**config.mk**
```make
export PLATFORM = sky130hd
export DESIGN_NAME = encoder_pi_motor_drive_core
export DESIGN_NICKNAME = d
export VERILOG_FILES = /design/src/design/epmd_pkg.sv /design/src/design/epmd_datapath.sv /design/src/design/encoder_pi_motor_drive_core.sv
export SDC_FILE = /design/constraint.sdc
export NUM_CORES = 2
export LEC_CHECK = 0
export BUFFER_PORTS_ARGS = -buffer_cell sky130_fd_sc_hd__buf_2
export CORE_MARGIN = 1
export CORE_UTILIZATION = 32
export CTS_CLUSTER_SIZE = 12
export DETAILED_ROUTE_END_ITERATION = 16
export HOLD_SLACK_MARGIN = 0.06
export PLACE_DENSITY = 0.56
export SLEW_MARGIN = 10
export SYNTH_ARGS = -nofsm -noshare
export SYNTH_HDL_FRONTEND = slang
export SYNTH_HIERARCHICAL = 1
export SYNTH_SLANG_ARGS = --single-unit
```
**constraint.sdc**
```tcl
create_clock -name clock -period 12.4 [get_ports clock]
set_input_delay 1.24 -clock clock [delete_from_list [all_inputs] [get_ports clock]]
set_output_delay 1.24 -clock clock [all_outputs]
set_load 0.01 [all_outputs]
```
**src/design/epmd_pkg.sv**
```systemverilog
`default_nettype none

package epmd_pkg;

   // field and register widths
   localparam int TARGET_W = 17;
   localparam int SCALE_W  = 16;
   localparam int GAIN_W   = 24;
   localparam int LEVEL_W  = 8;
   localparam int DUTY_W   = 9;
   localparam int COUNT_W  = 16;
   localparam int TIME_W   = 32;
   localparam int WINDOW_W = 16;
   localparam int SPEED_W  = 24;  // count * scale >> 8
   localparam int ERR_W    = 26;  // holds target - speed over the full ranges
   localparam int CHUNK_W  = 16;  // operand digit fed to the multiplier per step
   localparam int FRAC_W   = 32;  // Q8 * Q24 products

   localparam int CSR_IDX_W  = 3;
   localparam int CSR_DATA_W = 24;

   localparam logic [CSR_IDX_W-1:0] REG_TARGET_VELOCITY = 3'd0;
   localparam logic [CSR_IDX_W-1:0] REG_VEL_SCALE       = 3'd1;
   localparam logic [CSR_IDX_W-1:0] REG_P_GAIN          = 3'd2;
   localparam logic [CSR_IDX_W-1:0] REG_I_GAIN          = 3'd3;
   localparam logic [CSR_IDX_W-1:0] REG_DRIVE_OFFSET    = 3'd4;
   localparam logic [CSR_IDX_W-1:0] REG_WINDOW_MS       = 3'd5;

   localparam logic MODE_PULSE   = 1'b0;
   localparam logic MODE_CONTROL = 1'b1;

   typedef enum logic [2:0] {
      STEP_SPEED = 3'd0,
      STEP_INTEG = 3'd1,
      STEP_MUL_I = 3'd2,
      STEP_MUL_P = 3'd3,
      STEP_ABS   = 3'd4,
      STEP_CLAMP = 3'd5
   } step_type;

   typedef enum logic [1:0] {
      MUL_NONE  = 2'd0,
      MUL_SPEED = 2'd1,
      MUL_INT   = 2'd2,
      MUL_ERR   = 2'd3
   } mul_sel_type;

   typedef enum logic [1:0] {
      ACC_HOLD  = 2'd0,
      ACC_CLR   = 2'd1,
      ACC_SHADD = 2'd2,
      ACC_ADD   = 2'd3
   } acc_op_type;

   typedef enum logic [1:0] {
      JMP_NEXT = 2'd0,
      JMP_LOOP = 2'd1,
      JMP_END  = 2'd2
   } jmp_type;

   typedef struct packed {
      mul_sel_type mul_sel;
      acc_op_type  acc_op;
      logic        err_we;
      logic        int_we;
      logic        abs_we;
      logic        out_we;
      jmp_type     jmp;
      step_type    nxt;
      step_type    alt;
   } ucode_type;

   typedef struct packed {
      logic loop_done;
   } status_type;

   localparam ucode_type UC_NOP = '{MUL_NONE, ACC_HOLD, 1'b0, 1'b0, 1'b0, 1'b0,
                                    JMP_NEXT, STEP_SPEED, STEP_SPEED};

   function automatic ucode_type ucode_rom(input step_type s);
      ucode_type w;
      w = UC_NOP;
      case (s)
         STEP_SPEED: begin
            w.mul_sel = MUL_SPEED;
            w.err_we  = 1'b1;
            w.nxt     = STEP_INTEG;
         end
         STEP_INTEG: begin
            w.acc_op = ACC_CLR;
            w.int_we = 1'b1;
            w.nxt    = STEP_MUL_I;
         end
         STEP_MUL_I: begin
            w.mul_sel = MUL_INT;
            w.acc_op  = ACC_SHADD;
            w.nxt     = STEP_MUL_P;
         end
         STEP_MUL_P: begin
            w.mul_sel = MUL_ERR;
            w.acc_op  = ACC_ADD;
            w.jmp     = JMP_LOOP;
            w.nxt     = STEP_ABS;
            w.alt     = STEP_MUL_I;
         end
         STEP_ABS: begin
            w.abs_we = 1'b1;
            w.nxt    = STEP_CLAMP;
         end
         STEP_CLAMP: begin
            w.out_we = 1'b1;
            w.jmp    = JMP_END;
         end
         default: w = UC_NOP;
      endcase
      return w;
   endfunction

endpackage

`default_nettype wire

```
**src/design/epmd_datapath.sv**
```systemverilog
`default_nettype none

module epmd_datapath import epmd_pkg::*; #(
   parameter int INTEGRATOR_BITS = 40
) (
   input  wire logic                        clock,
   input  wire logic                        reset,
   input  wire ucode_type                   ctl,
   input  wire logic signed [TARGET_W-1:0]  target_velocity,
   input  wire logic [SCALE_W-1:0]          vel_scale,
   input  wire logic [GAIN_W-1:0]           p_gain,
   input  wire logic [GAIN_W-1:0]           i_gain,
   input  wire logic [LEVEL_W-1:0]          drive_offset,
   input  wire logic [COUNT_W-1:0]          measured_count,
   output status_type                       status,
   output logic [LEVEL_W-1:0]               forward_level,
   output logic [LEVEL_W-1:0]               reverse_level,
   output logic signed [DUTY_W-1:0]         duty_value
);

   localparam int IB     = INTEGRATOR_BITS;
   localparam int OP_MAX = (IB > ERR_W) ? IB : ERR_W;
   localparam int SUM_W  = OP_MAX + 1;
   localparam int NC     = (OP_MAX + CHUNK_W - 1) / CHUNK_W;
   localparam int OPW    = NC * CHUNK_W;
   localparam int ACC_W  = OPW + GAIN_W + 1;
   localparam int CW     = (NC > 1) ? $clog2(NC) : 1;
   localparam int PROD_W = CHUNK_W + GAIN_W + 2;
   localparam int QH_W   = ACC_W - FRAC_W;

   localparam logic signed [SUM_W-1:0] IMAX = {{(SUM_W-IB+1){1'b0}}, {(IB-1){1'b1}}};
   localparam logic signed [SUM_W-1:0] IMIN = ~IMAX;
   localparam logic [CW-1:0]           CNT_TOP = CW'(NC - 1);

   logic signed [ERR_W-1:0] err_ff, err_in;
   logic signed [IB-1:0]    int_ff, int_in;
   logic [OPW-1:0]          xop_ff, xop_in;
   logic [OPW-1:0]          eop_ff, eop_in;
   logic [CW-1:0]           cnt_ff, cnt_in;
   logic signed [ACC_W-1:0] acc_ff, acc_in;
   logic [ACC_W-1:0]        mag_ff, mag_in;
   logic                    neg_ff, neg_in;

   logic signed [CHUNK_W:0] mul_a;
   logic signed [GAIN_W:0]  mul_b;
   logic signed [PROD_W-1:0] prod;
   logic [SPEED_W-1:0]      speed;
   logic signed [SUM_W-1:0] int_sum, int_sat;
   logic [CHUNK_W-1:0]      x_top, e_top;
   logic                    top_flag;

   // digits go most significant first; only the top digit carries the sign
   assign x_top    = xop_ff[OPW-1 -: CHUNK_W];
   assign e_top    = eop_ff[OPW-1 -: CHUNK_W];
   assign top_flag = (cnt_ff == CNT_TOP);

   always_comb begin
      case (ctl.mul_sel)
         MUL_SPEED: begin
            mul_a = $signed({1'b0, measured_count});
            mul_b = $signed({1'b0, GAIN_W'(vel_scale)});
         end
         MUL_INT: begin
            mul_a = $signed({top_flag & x_top[CHUNK_W-1], x_top});
            mul_b = $signed({1'b0, i_gain});
         end
         MUL_ERR: begin
            mul_a = $signed({top_flag & e_top[CHUNK_W-1], e_top});
            mul_b = $signed({1'b0, p_gain});
         end
         default: begin
            mul_a = '0;
            mul_b = '0;
         end
      endcase
   end

   assign prod  = PROD_W'(mul_a) * PROD_W'(mul_b);
   assign speed = prod[SPEED_W+7:8];

   // saturating integrator
   assign int_sum = SUM_W'(int_ff) + SUM_W'(err_ff);
   always_comb begin
      if (int_sum > IMAX) begin
         int_sat = IMAX;
      end else if (int_sum < IMIN) begin
         int_sat = IMIN;
      end else begin
         int_sat = int_sum;
      end
   end

   always_comb begin
      err_in = err_ff;
      int_in = int_ff;
      xop_in = xop_ff;
      eop_in = eop_ff;
      cnt_in = cnt_ff;
      acc_in = acc_ff;
      mag_in = mag_ff;
      neg_in = neg_ff;
      if (ctl.err_we) begin
         err_in = ERR_W'(target_velocity) - $signed({2'b00, speed});
      end
      if (ctl.int_we) begin
         int_in = $signed(int_sat[IB-1:0]);
         xop_in = OPW'(int_in);
         eop_in = OPW'(err_ff);
         cnt_in = CNT_TOP;
      end
      if (ctl.mul_sel == MUL_INT) begin
         xop_in = xop_ff << CHUNK_W;
      end
      if (ctl.mul_sel == MUL_ERR) begin
         eop_in = eop_ff << CHUNK_W;
         cnt_in = cnt_ff - CW'(1);
      end
      case (ctl.acc_op)
         ACC_CLR:   acc_in = '0;
         ACC_SHADD: acc_in = (acc_ff <<< CHUNK_W) + ACC_W'(prod);
         ACC_ADD:   acc_in = acc_ff + ACC_W'(prod);
         default:   acc_in = acc_ff;
      endcase
      if (ctl.abs_we) begin
         neg_in = acc_ff[ACC_W-1];
         mag_in = acc_ff[ACC_W-1] ? ACC_W'(-acc_ff) : ACC_W'(acc_ff);
      end
   end

   always_ff @(posedge clock) begin
      if (reset) begin
         int_ff <= '0;
      end else begin
         int_ff <= int_in;
      end
   end

   always_ff @(posedge clock) begin
      err_ff <= err_in;
      xop_ff <= xop_in;
      eop_ff <= eop_in;
      cnt_ff <= cnt_in;
      acc_ff <= acc_in;
      mag_ff <= mag_in;
      neg_ff <= neg_in;
   end

   assign status.loop_done = (cnt_ff == '0);

   // clamp of the magnitude, truncated toward zero
   logic [QH_W-1:0]    q_hi;
   logic [LEVEL_W-1:0] lim, q;
   logic               big;

   assign q_hi = mag_ff[ACC_W-1:FRAC_W];
   assign lim  = ~drive_offset;
   assign big  = |q_hi[QH_W-1:LEVEL_W];
   assign q    = (big || (q_hi[LEVEL_W-1:0] > lim)) ? lim : q_hi[LEVEL_W-1:0];

   always_comb begin
      forward_level = '0;
      reverse_level = '0;
      duty_value    = '0;
      if (q != '0) begin
         if (neg_ff) begin
            reverse_level = q + drive_offset;
            duty_value    = -$signed({1'b0, q});
         end else begin
            forward_level = q + drive_offset;
            duty_value    = $signed({1'b0, q});
         end
      end
   end

endmodule

`default_nettype wire

```
**src/design/encoder_pi_motor_drive_core.sv**
```systemverilog
// Pulse request: no response, accepted whenever no control update runs.
// Control request: the microprogram runs a multiply loop of two steps per operand digit over
// ceil(max(INTEGRATOR_BITS,26)/16) digits before the response is loaded.
// One control request at a time: the next is taken the cycle after the response is loaded.
// Synchronous active-high reset: CSRs take their defaults, counters and integrator clear.
`default_nettype none

module encoder_pi_motor_drive_core import epmd_pkg::*; #(
   parameter int INTEGRATOR_BITS = 40
) (
   input  wire logic                   clock,
   input  wire logic                   reset,
   // request stream
   input  wire logic                   req_tvalid,
   output logic                        req_tready,
   input  wire logic [31:0]            req_tdata,   // [31:0] time_ms
   input  wire logic                   req_tuser,   // [0] mode
   // response stream
   output logic                        rsp_tvalid,
   input  wire logic                   rsp_tready,
   output logic [31:0]                 rsp_tdata,   // [7:0] forward_level, [15:8] reverse_level,
                                                    // [24:16] duty_value, [31:25] zero
   // register writes
   input  wire logic                   csr_valid,
   output logic                        csr_ready,
   input  wire logic [CSR_IDX_W-1:0]   csr_index,
   input  wire logic [CSR_DATA_W-1:0]  csr_data
);

   // ---------------------------------------------------------------
   // Configuration registers
   // ---------------------------------------------------------------
   logic signed [TARGET_W-1:0] target_ff, target_in;
   logic [SCALE_W-1:0]         scale_ff, scale_in;
   logic [GAIN_W-1:0]          p_gain_ff, p_gain_in;
   logic [GAIN_W-1:0]          i_gain_ff, i_gain_in;
   logic [LEVEL_W-1:0]         offset_ff, offset_in;
   logic [WINDOW_W-1:0]        window_ff, window_in;
   logic                       csr_wr;

   assign csr_ready = 1'b1;
   assign csr_wr    = csr_valid & csr_ready;

   always_comb begin
      target_in = target_ff;
      scale_in  = scale_ff;
      p_gain_in = p_gain_ff;
      i_gain_in = i_gain_ff;
      offset_in = offset_ff;
      window_in = window_ff;
      if (csr_wr) begin
         case (csr_index)
            REG_TARGET_VELOCITY: target_in = $signed(csr_data[TARGET_W-1:0]);
            REG_VEL_SCALE:       scale_in  = csr_data[SCALE_W-1:0];
            REG_P_GAIN:          p_gain_in = csr_data[GAIN_W-1:0];
            REG_I_GAIN:          i_gain_in = csr_data[GAIN_W-1:0];
            REG_DRIVE_OFFSET:    offset_in = csr_data[LEVEL_W-1:0];
            REG_WINDOW_MS:       window_in = csr_data[WINDOW_W-1:0];
            default:             ;  // unmapped index: write dropped
         endcase
      end
   end

   always_ff @(posedge clock) begin
      if (reset) begin
         target_ff <= TARGET_W'(3840);
         scale_ff  <= SCALE_W'(31576);
         p_gain_ff <= GAIN_W'(67109);
         i_gain_ff <= GAIN_W'(503);
         offset_ff <= LEVEL_W'(40);
         window_ff <= WINDOW_W'(100);
      end else begin
         target_ff <= target_in;
         scale_ff  <= scale_in;
         p_gain_ff <= p_gain_in;
         i_gain_ff <= i_gain_in;
         offset_ff <= offset_in;
         window_ff <= window_in;
      end
   end

   // ---------------------------------------------------------------
   // Request decode
   // ---------------------------------------------------------------
   logic busy_ff, busy_in;
   logic req_acc, pulse_acc, ctl_acc;

   assign req_tready = ~busy_ff;
   assign req_acc    = req_tvalid & req_tready;
   assign pulse_acc  = req_acc & (req_tuser == MODE_PULSE);
   assign ctl_acc    = req_acc & (req_tuser == MODE_CONTROL);

   // ---------------------------------------------------------------
   // Pulse counter and window latch
   // ---------------------------------------------------------------
   logic [COUNT_W-1:0] pulse_ff, pulse_in, pulse_inc;
   logic [COUNT_W-1:0] meas_ff, meas_in;
   logic [TIME_W-1:0]  latch_ff, latch_in, elapsed;

   // counter sticks at full scale
   assign pulse_inc = (&pulse_ff) ? pulse_ff : pulse_ff + COUNT_W'(1);
   // wrap-safe elapsed time
   assign elapsed   = req_tdata - latch_ff;

   always_comb begin
      pulse_in = pulse_ff;
      meas_in  = meas_ff;
      latch_in = latch_ff;
      if (pulse_acc) begin
         if (elapsed > TIME_W'(window_ff)) begin
            latch_in = req_tdata;
            meas_in  = pulse_inc;  // this pulse counts in the closing window
            pulse_in = '0;
         end else begin
            pulse_in = pulse_inc;
         end
      end
   end

   always_ff @(posedge clock) begin
      if (reset) begin
         pulse_ff <= '0;
         meas_ff  <= '0;
         latch_ff <= '0;
      end else begin
         pulse_ff <= pulse_in;
         meas_ff  <= meas_in;
         latch_ff <= latch_in;
      end
   end

   // ---------------------------------------------------------------
   // Microprogram sequencer
   //   SPEED -> INTEG -> (MUL_I, MUL_P) per operand digit -> ABS -> CLAMP
   //   CLAMP holds until the response register is free.
   // ---------------------------------------------------------------
   step_type   step_ff, step_in;
   ucode_type  uc;
   status_type dp_status;
   logic       out_free;

   assign uc = busy_ff ? ucode_rom(step_ff) : UC_NOP;

   always_comb begin
      busy_in = busy_ff;
      step_in = step_ff;
      if (!busy_ff) begin
         if (ctl_acc) begin
            busy_in = 1'b1;
            step_in = STEP_SPEED;
         end
      end else begin
         case (uc.jmp)
            JMP_NEXT: step_in = uc.nxt;
            JMP_LOOP: step_in = dp_status.loop_done ? uc.nxt : uc.alt;
            JMP_END: begin
               if (out_free) begin
                  busy_in = 1'b0;
               end
            end
            default: busy_in = 1'b0;
         endcase
      end
   end

   always_ff @(posedge clock) begin
      if (reset) begin
         busy_ff <= 1'b0;
         step_ff <= STEP_SPEED;
      end else begin
         busy_ff <= busy_in;
         step_ff <= step_in;
      end
   end

   // ---------------------------------------------------------------
   // Datapath
   // ---------------------------------------------------------------
   logic [LEVEL_W-1:0]       fwd_lvl, rev_lvl;
   logic signed [DUTY_W-1:0] duty;

   epmd_datapath #(
      .INTEGRATOR_BITS (INTEGRATOR_BITS)
   ) u_datapath (
      .clock           (clock),
      .reset           (reset),
      .ctl             (uc),
      .target_velocity (target_ff),
      .vel_scale       (scale_ff),
      .p_gain          (p_gain_ff),
      .i_gain          (i_gain_ff),
      .drive_offset    (offset_ff),
      .measured_count  (meas_ff),
      .status          (dp_status),
      .forward_level   (fwd_lvl),
      .reverse_level   (rev_lvl),
      .duty_value      (duty)
   );

   // ---------------------------------------------------------------
   // Response register
   // ---------------------------------------------------------------
   logic        rsp_valid_ff, rsp_valid_in;
   logic [31:0] rsp_data_ff, rsp_data_in;
   logic        rsp_load;

   assign out_free = ~rsp_valid_ff | rsp_tready;
   assign rsp_load = uc.out_we & out_free;

   always_comb begin
      rsp_valid_in = rsp_valid_ff;
      rsp_data_in  = rsp_data_ff;
      if (rsp_valid_ff && rsp_tready) begin
         rsp_valid_in = 1'b0;
      end
      if (rsp_load) begin
         rsp_valid_in = 1'b1;
         rsp_data_in  = {7'b0, duty, rev_lvl, fwd_lvl};
      end
   end

   always_ff @(posedge clock) begin
      if (reset) begin
         rsp_valid_ff <= 1'b0;
      end else begin
         rsp_valid_ff <= rsp_valid_in;
      end
   end

   always_ff @(posedge clock) begin
      rsp_data_ff <= rsp_data_in;
   end

   assign rsp_tvalid = rsp_valid_ff;
   assign rsp_tdata  = rsp_data_ff;

   // ---------------------------------------------------------------
   // Assertions
   // ---------------------------------------------------------------
   a_ctl_starts: assert property (@(posedge clock) disable iff (reset)
      ctl_acc |=> busy_ff && (step_ff == STEP_SPEED))
      else $error("control request did not start the microprogram");

   a_pulse_no_run: assert property (@(posedge clock) disable iff (reset)
      pulse_acc |=> !busy_ff)
      else $error("pulse request started the microprogram");

   a_loop_exit: assert property (@(posedge clock) disable iff (reset)
      busy_ff && (step_ff == STEP_MUL_P) && dp_status.loop_done |=> step_ff == STEP_ABS)
      else $error("multiply loop did not exit to ABS");

   a_one_bridge_side: assert property (@(posedge clock) disable iff (reset)
      rsp_tvalid |-> (rsp_tdata[7:0] == 8'd0) || (rsp_tdata[15:8] == 8'd0))
      else $error("both bridge levels driven");

   a_load_on_end: assert property (@(posedge clock) disable iff (reset)
      rsp_load |-> busy_ff && (step_ff == STEP_CLAMP))
      else $error("response loaded outside the clamp step");

endmodule

`default_nettype wire
```
**Word-level counts from Yosys, hierarchy flattened**

Cells that the tools add are included.

- Bits in registers: 510
- Input port bits: 65
- Logic and storage cells: 134

- Add/sub/neg operators: 10
- $mul: 1
- Order comparisons: 4
- Equality and inequality tests: 20
- Muxes and demuxes: 36
- Bitwise gates (word level): 12
- Reductions and logical operators: 25

Operators by type and width:

| cell | number |
|---|---|
| case mux 73 bit (3 select lines) | 1 |
| 2-to-1 mux 48 bit | 4 |
| adder 73 x 42 -> 73 bit | 2 |
| 2-to-1 mux 40 bit | 2 |
| negator 73 bit | 1 |
| 2-to-1 mux 72 bit | 1 |
| case mux 24 bit (3 select lines) | 1 |
| case mux 17 bit (3 select lines) | 1 |
| 2-to-1 mux 16 bit | 3 |
| multiplier 17 x 25 -> 42 bit | 1 |
| adder 40 x 26 -> 41 bit | 1 |
| > comparator 41 x 40 -> 1 bit, second input constant | 1 |
| < comparator 41 x 40 -> 1 bit, second input constant | 1 |
| OR reduction 33 bit | 1 |
| > comparator 32 x 16 -> 1 bit | 1 |
| subtractor 32 bit | 1 |
| subtractor 17 x 25 -> 26 bit | 1 |
| AND reduction 2 bit | 9 |
| adder 16 x 1 -> 16 bit, second input constant | 1 |
| 2-to-1 mux 8 bit | 2 |
| AND reduction 16 bit | 1 |
| case mux 3 bit (5 select lines) | 1 |
| == test 2 bit, second input constant | 6 |
| == test 3 x 2 -> 1 bit, second input constant | 4 |
| other kinds (27) | 60 |

**Depth between registers and ports, before layout**

- Depth after elaboration: 8
- Depth in mapped cells: 47
- Depth with buffers taken out: 44

**Modules after synthesis**

The synthesis kept the hierarchy.

Modules (own cells, without submodules):

| module | times used | cells each | area an instance (um2) |
|---|---|---|---|
| epmd_datapath | 1 | 4253 | 36552.6 |
| encoder_pi_motor_drive_core | 1 | 1278 | 10169.8 |

**Least setup slack after synthesis**

Ideal clock, no wire load.

- Path kind: register to register
- From: register step_ff[1]
- To: register u_datapath.acc_ff[72] (data pin)
- Library setup time: 169 ps
- Arrival time: 10835 ps
- Data required time: 12231 ps
- Setup slack: 1395 ps
- Cell stages (with the launch flop): 43
- Period minus slack after synthesis: 11005 ps
- Path through: dfxtp_1 -> clkbuf_1 -> xnor2_1 -> and2_1 -> clkbuf_1 -> clkbuf_1 -> buf_1 -> nor2_1 -> a21o_1 -> nor2_1 -> clkbuf_1 -> nand2_1 -> fa_1 -> inv_1 -> fa_1 -> inv_1 -> fa_1 -> inv_1 -> [... 7 more ...] -> o211ai_1 -> a21oi_1 -> o21ai_0 -> a31oi_1 -> xnor2_1 -> inv_1 -> ha_1 -> clkbuf_1 -> a21oi_1 -> o21ai_0 -> a211oi_1 -> a31oi_1 -> a41o_1 -> a31oi_1 -> o21ai_1 -> a2111o_1 -> and3_1 -> o31ai_1

RTL lines:

| what | RTL line | RTL |
|---|---|---|
| start: declaration | encoder_pi_motor_drive_core.sv:137 | `step_type step_ff, step_in;` |
| start signal: assignment | encoder_pi_motor_drive_core.sv:172 | `step_ff <= step_in;` |
| end signal: assignment | epmd_datapath.sv:143 | `acc_ff <= acc_in;` |
| end: declaration | epmd_datapath.sv:40 | `logic signed [ACC_W-1:0] acc_ff, acc_in;` |

==> results.yml <==
floorplanning:
  io_pins: 100
  start_util_pct: 32.4
  row_count: 139
  die_height_um: 384
  die_area_um2: 147000
  core_um2: 144000
  die_w_um: 384
critical_path:
  max_stage_delay_ns: 0.68
  cp-start-kind: "flop"
  path_class: "reg2reg"
  arrival_ns: 12.30
  cp_max_fo: 48
  r2r_setup_slack_ns: 0.44
  slowest_stage: "fa_1"
  r2r_start: "busy_ff"
  crit_required_ns: 12.75
  timing.rr.end: "u_datapath/acc_ff[63]"
  end_kind: "flop"
  reg2regPathDepth: 43
routing:
  antenna_left: 0
  drt-total-wl_um: 148000
  dr.pass1.iters: 5
  num_vias: 40100
  drc: 0
  post_drt_wl_per_cell_um: 19.9
  drtIter0Drc: 3045
  vias_per_cell: 5.38
synthesis:
  synth.avg_cell_area_um2: 8.45
  syn_area_um2: 46700
  postSynthCellCount: 5527
  yosys_warnings: 6
flow_run:
  maxCapViolCount: 0
power_and_ir_drop:
  power_density_nw_per_um2: 87.3
  p_leak_nw: 22.5
  ir_drop_v: 0.0000964
clocking:
  cts_buffers: 56
  cts_max_path_buffers: 3
  clk_pin_slew_worst_paths_ns: 0.06
  cts_tree: "yes"
  htreeDepth: 2
  cts_root_buffer: "clkbuf_16"
  clkLatencyLatePin_ns: 0.66
  cts_sinks: 478
  hold_buffers: 0
worst_hold_path:
  holdPathStages: 2
  hold_end: "i_gain_ff[13]"
  min_path_type: "reg2reg"
  min_from: "i_gain_ff[13]"
sta:
  tightest_slew_ns: 1.14
  max_freq_ghz: 0.0836
  fin_crit_ns: 11.96
  slew_headroom_pct: 23.5
  layout_setup_ws_ns: 0.444
  finalMaxSlewViolations: 0
  timing.final.crit_share_pct: 96.4
  hold_viol: 0
  finalClockSkew_ns: 0.0298
  setup_violations: 0
place:
  place_area_um2: 49100
  globalplace.congestion: 0.934
  hpwlAfterDp_um: 116000
  placed_cells: 7335
  portBuffers: 91
  pre_cts_slack_ns: 0.417
global_routing:
  grt_pass1_wl_um: 231000
  antenna_found_initial: 0
  grt_usage_pct: 19.9
  grt_pass1_vias: 38700
  grt_start_max_net_pins: 87
  overflow: 0
finish:
  area_growth_pct: 9.59
  drive_gt1_share_pct: 7.39
  fin_nets: 6276
  layout.cells.non_filler: 7443
  layout_commonest_cell: "nand2_1"
  final_area_um2: 51200
  layout_common_cells: "nand2_1 (664), inv_1 (600), a21oi_1 (487)"
run_status:
  status: "complete, no violations"
==> cell type report <==
cell class                      instances  area [µm²]
Fill cell                           14900       93000
Inverter                              603        2260
Clock inverter                         23         309
Timing Repair Buffer                  173        1100
Sequential cell                       478       11900
Multi-Input combinational cell       4179       31600
Clock buffer                           82        1660
Tap cell                             1903        2380
Antenna cell                            2        5.00
==> routing by layer <==
layer,global-route usage (%),part of all wire [%]
met4,6.15,3.3
met3,2.84,6.7
met1,27.7,45
met5,0,0
met2,31.7,45
==> metrics by stage <==
| stage | hold WS (ns) | total power [mW] | util (%) | setup TNS, ns |
|---|---|---|---|---|
| after floorplan | 0.433 | 2.45 | - | 0 |
| after global placement | 0.440 | 2.71 | 34.1 | 0 |
| after detailed placement | 0.447 | 2.72 | 34.1 | 0 |
| after CTS | 0.455 | 4.50 | 35.5 | 0 |
| after global routing | 0.480 | 4.68 | 35.5 | -0.0175 |
| final | 0.454 | 4.47 | 35.5 | 0 |
==> worst max-delay path, delay by kind of cell, from the launching register on <==
| kind | cells | cell delay [ns] |
|---|---|---|
| compound gates | 17 | 3.55 |
| simple gates | 6 | 1.00 |
| buf+inv | 9 | 1.51 |
| fa+ha+maj | 8 | 4.15 |
| xor+xnor | 2 | 0.63 |
| mux | 1 | 0.38 |
| flops | 1 | 0.39 |
==> power breakdown <==
| group | switching [mW] | total [mW] | internal [mW] |
|---|---|---|---|
| combinational | 0.567 | 0.900 | 0.333 |
| sequential | 0.0586 | 1.80 | 1.74 |
| clock | 0.732 | 1.77 | 1.04 |
==> registers in the layout, summed over array words and instances (netlist names) <==
register	flops
busy_ff	1
i_gain_ff	24
latch_ff	32
meas_ff	16
offset_ff	8
p_gain_ff	24
pulse_ff	16
rsp_tdata	25
rsp_tvalid	1
scale_ff	16
step_ff	3
target_ff	17
u_datapath/acc_ff	73
u_datapath/cnt_ff	2
u_datapath/eop_ff	48
u_datapath/err_ff	26
u_datapath/int_ff	40
u_datapath/mag_ff	41
u_datapath/neg_ff	1
u_datapath/xop_ff	48
window_ff	16
==> how the worst max path moves through the flow <==
| stage | to | from | slack [ns] | depth (start not counted) |
|---|---|---|---|---|
| floorplan | u_datapath/acc_ff[72] | busy_ff | 1.44 | 40 |
| global placement | u_datapath/acc_ff[63] | busy_ff | 0.53 | 43 |
| detailed placement | u_datapath/acc_ff[72] | busy_ff | 0.42 | 37 |
| CTS | u_datapath/acc_ff[72] | busy_ff | 0.35 | 37 |
| global route | u_datapath/acc_ff[72] | busy_ff | -0.02 | 42 |
| finish | u_datapath/acc_ff[63] | busy_ff | 0.44 | 43 |
==> timing repair <==
item | 4_1_cts | 5_1_grt
resized for setup | 0 | 12
endpoints found under the setup margin | 0 | 16
buffers inserted | 0 | 0
(Power assumes the default switching activity.)
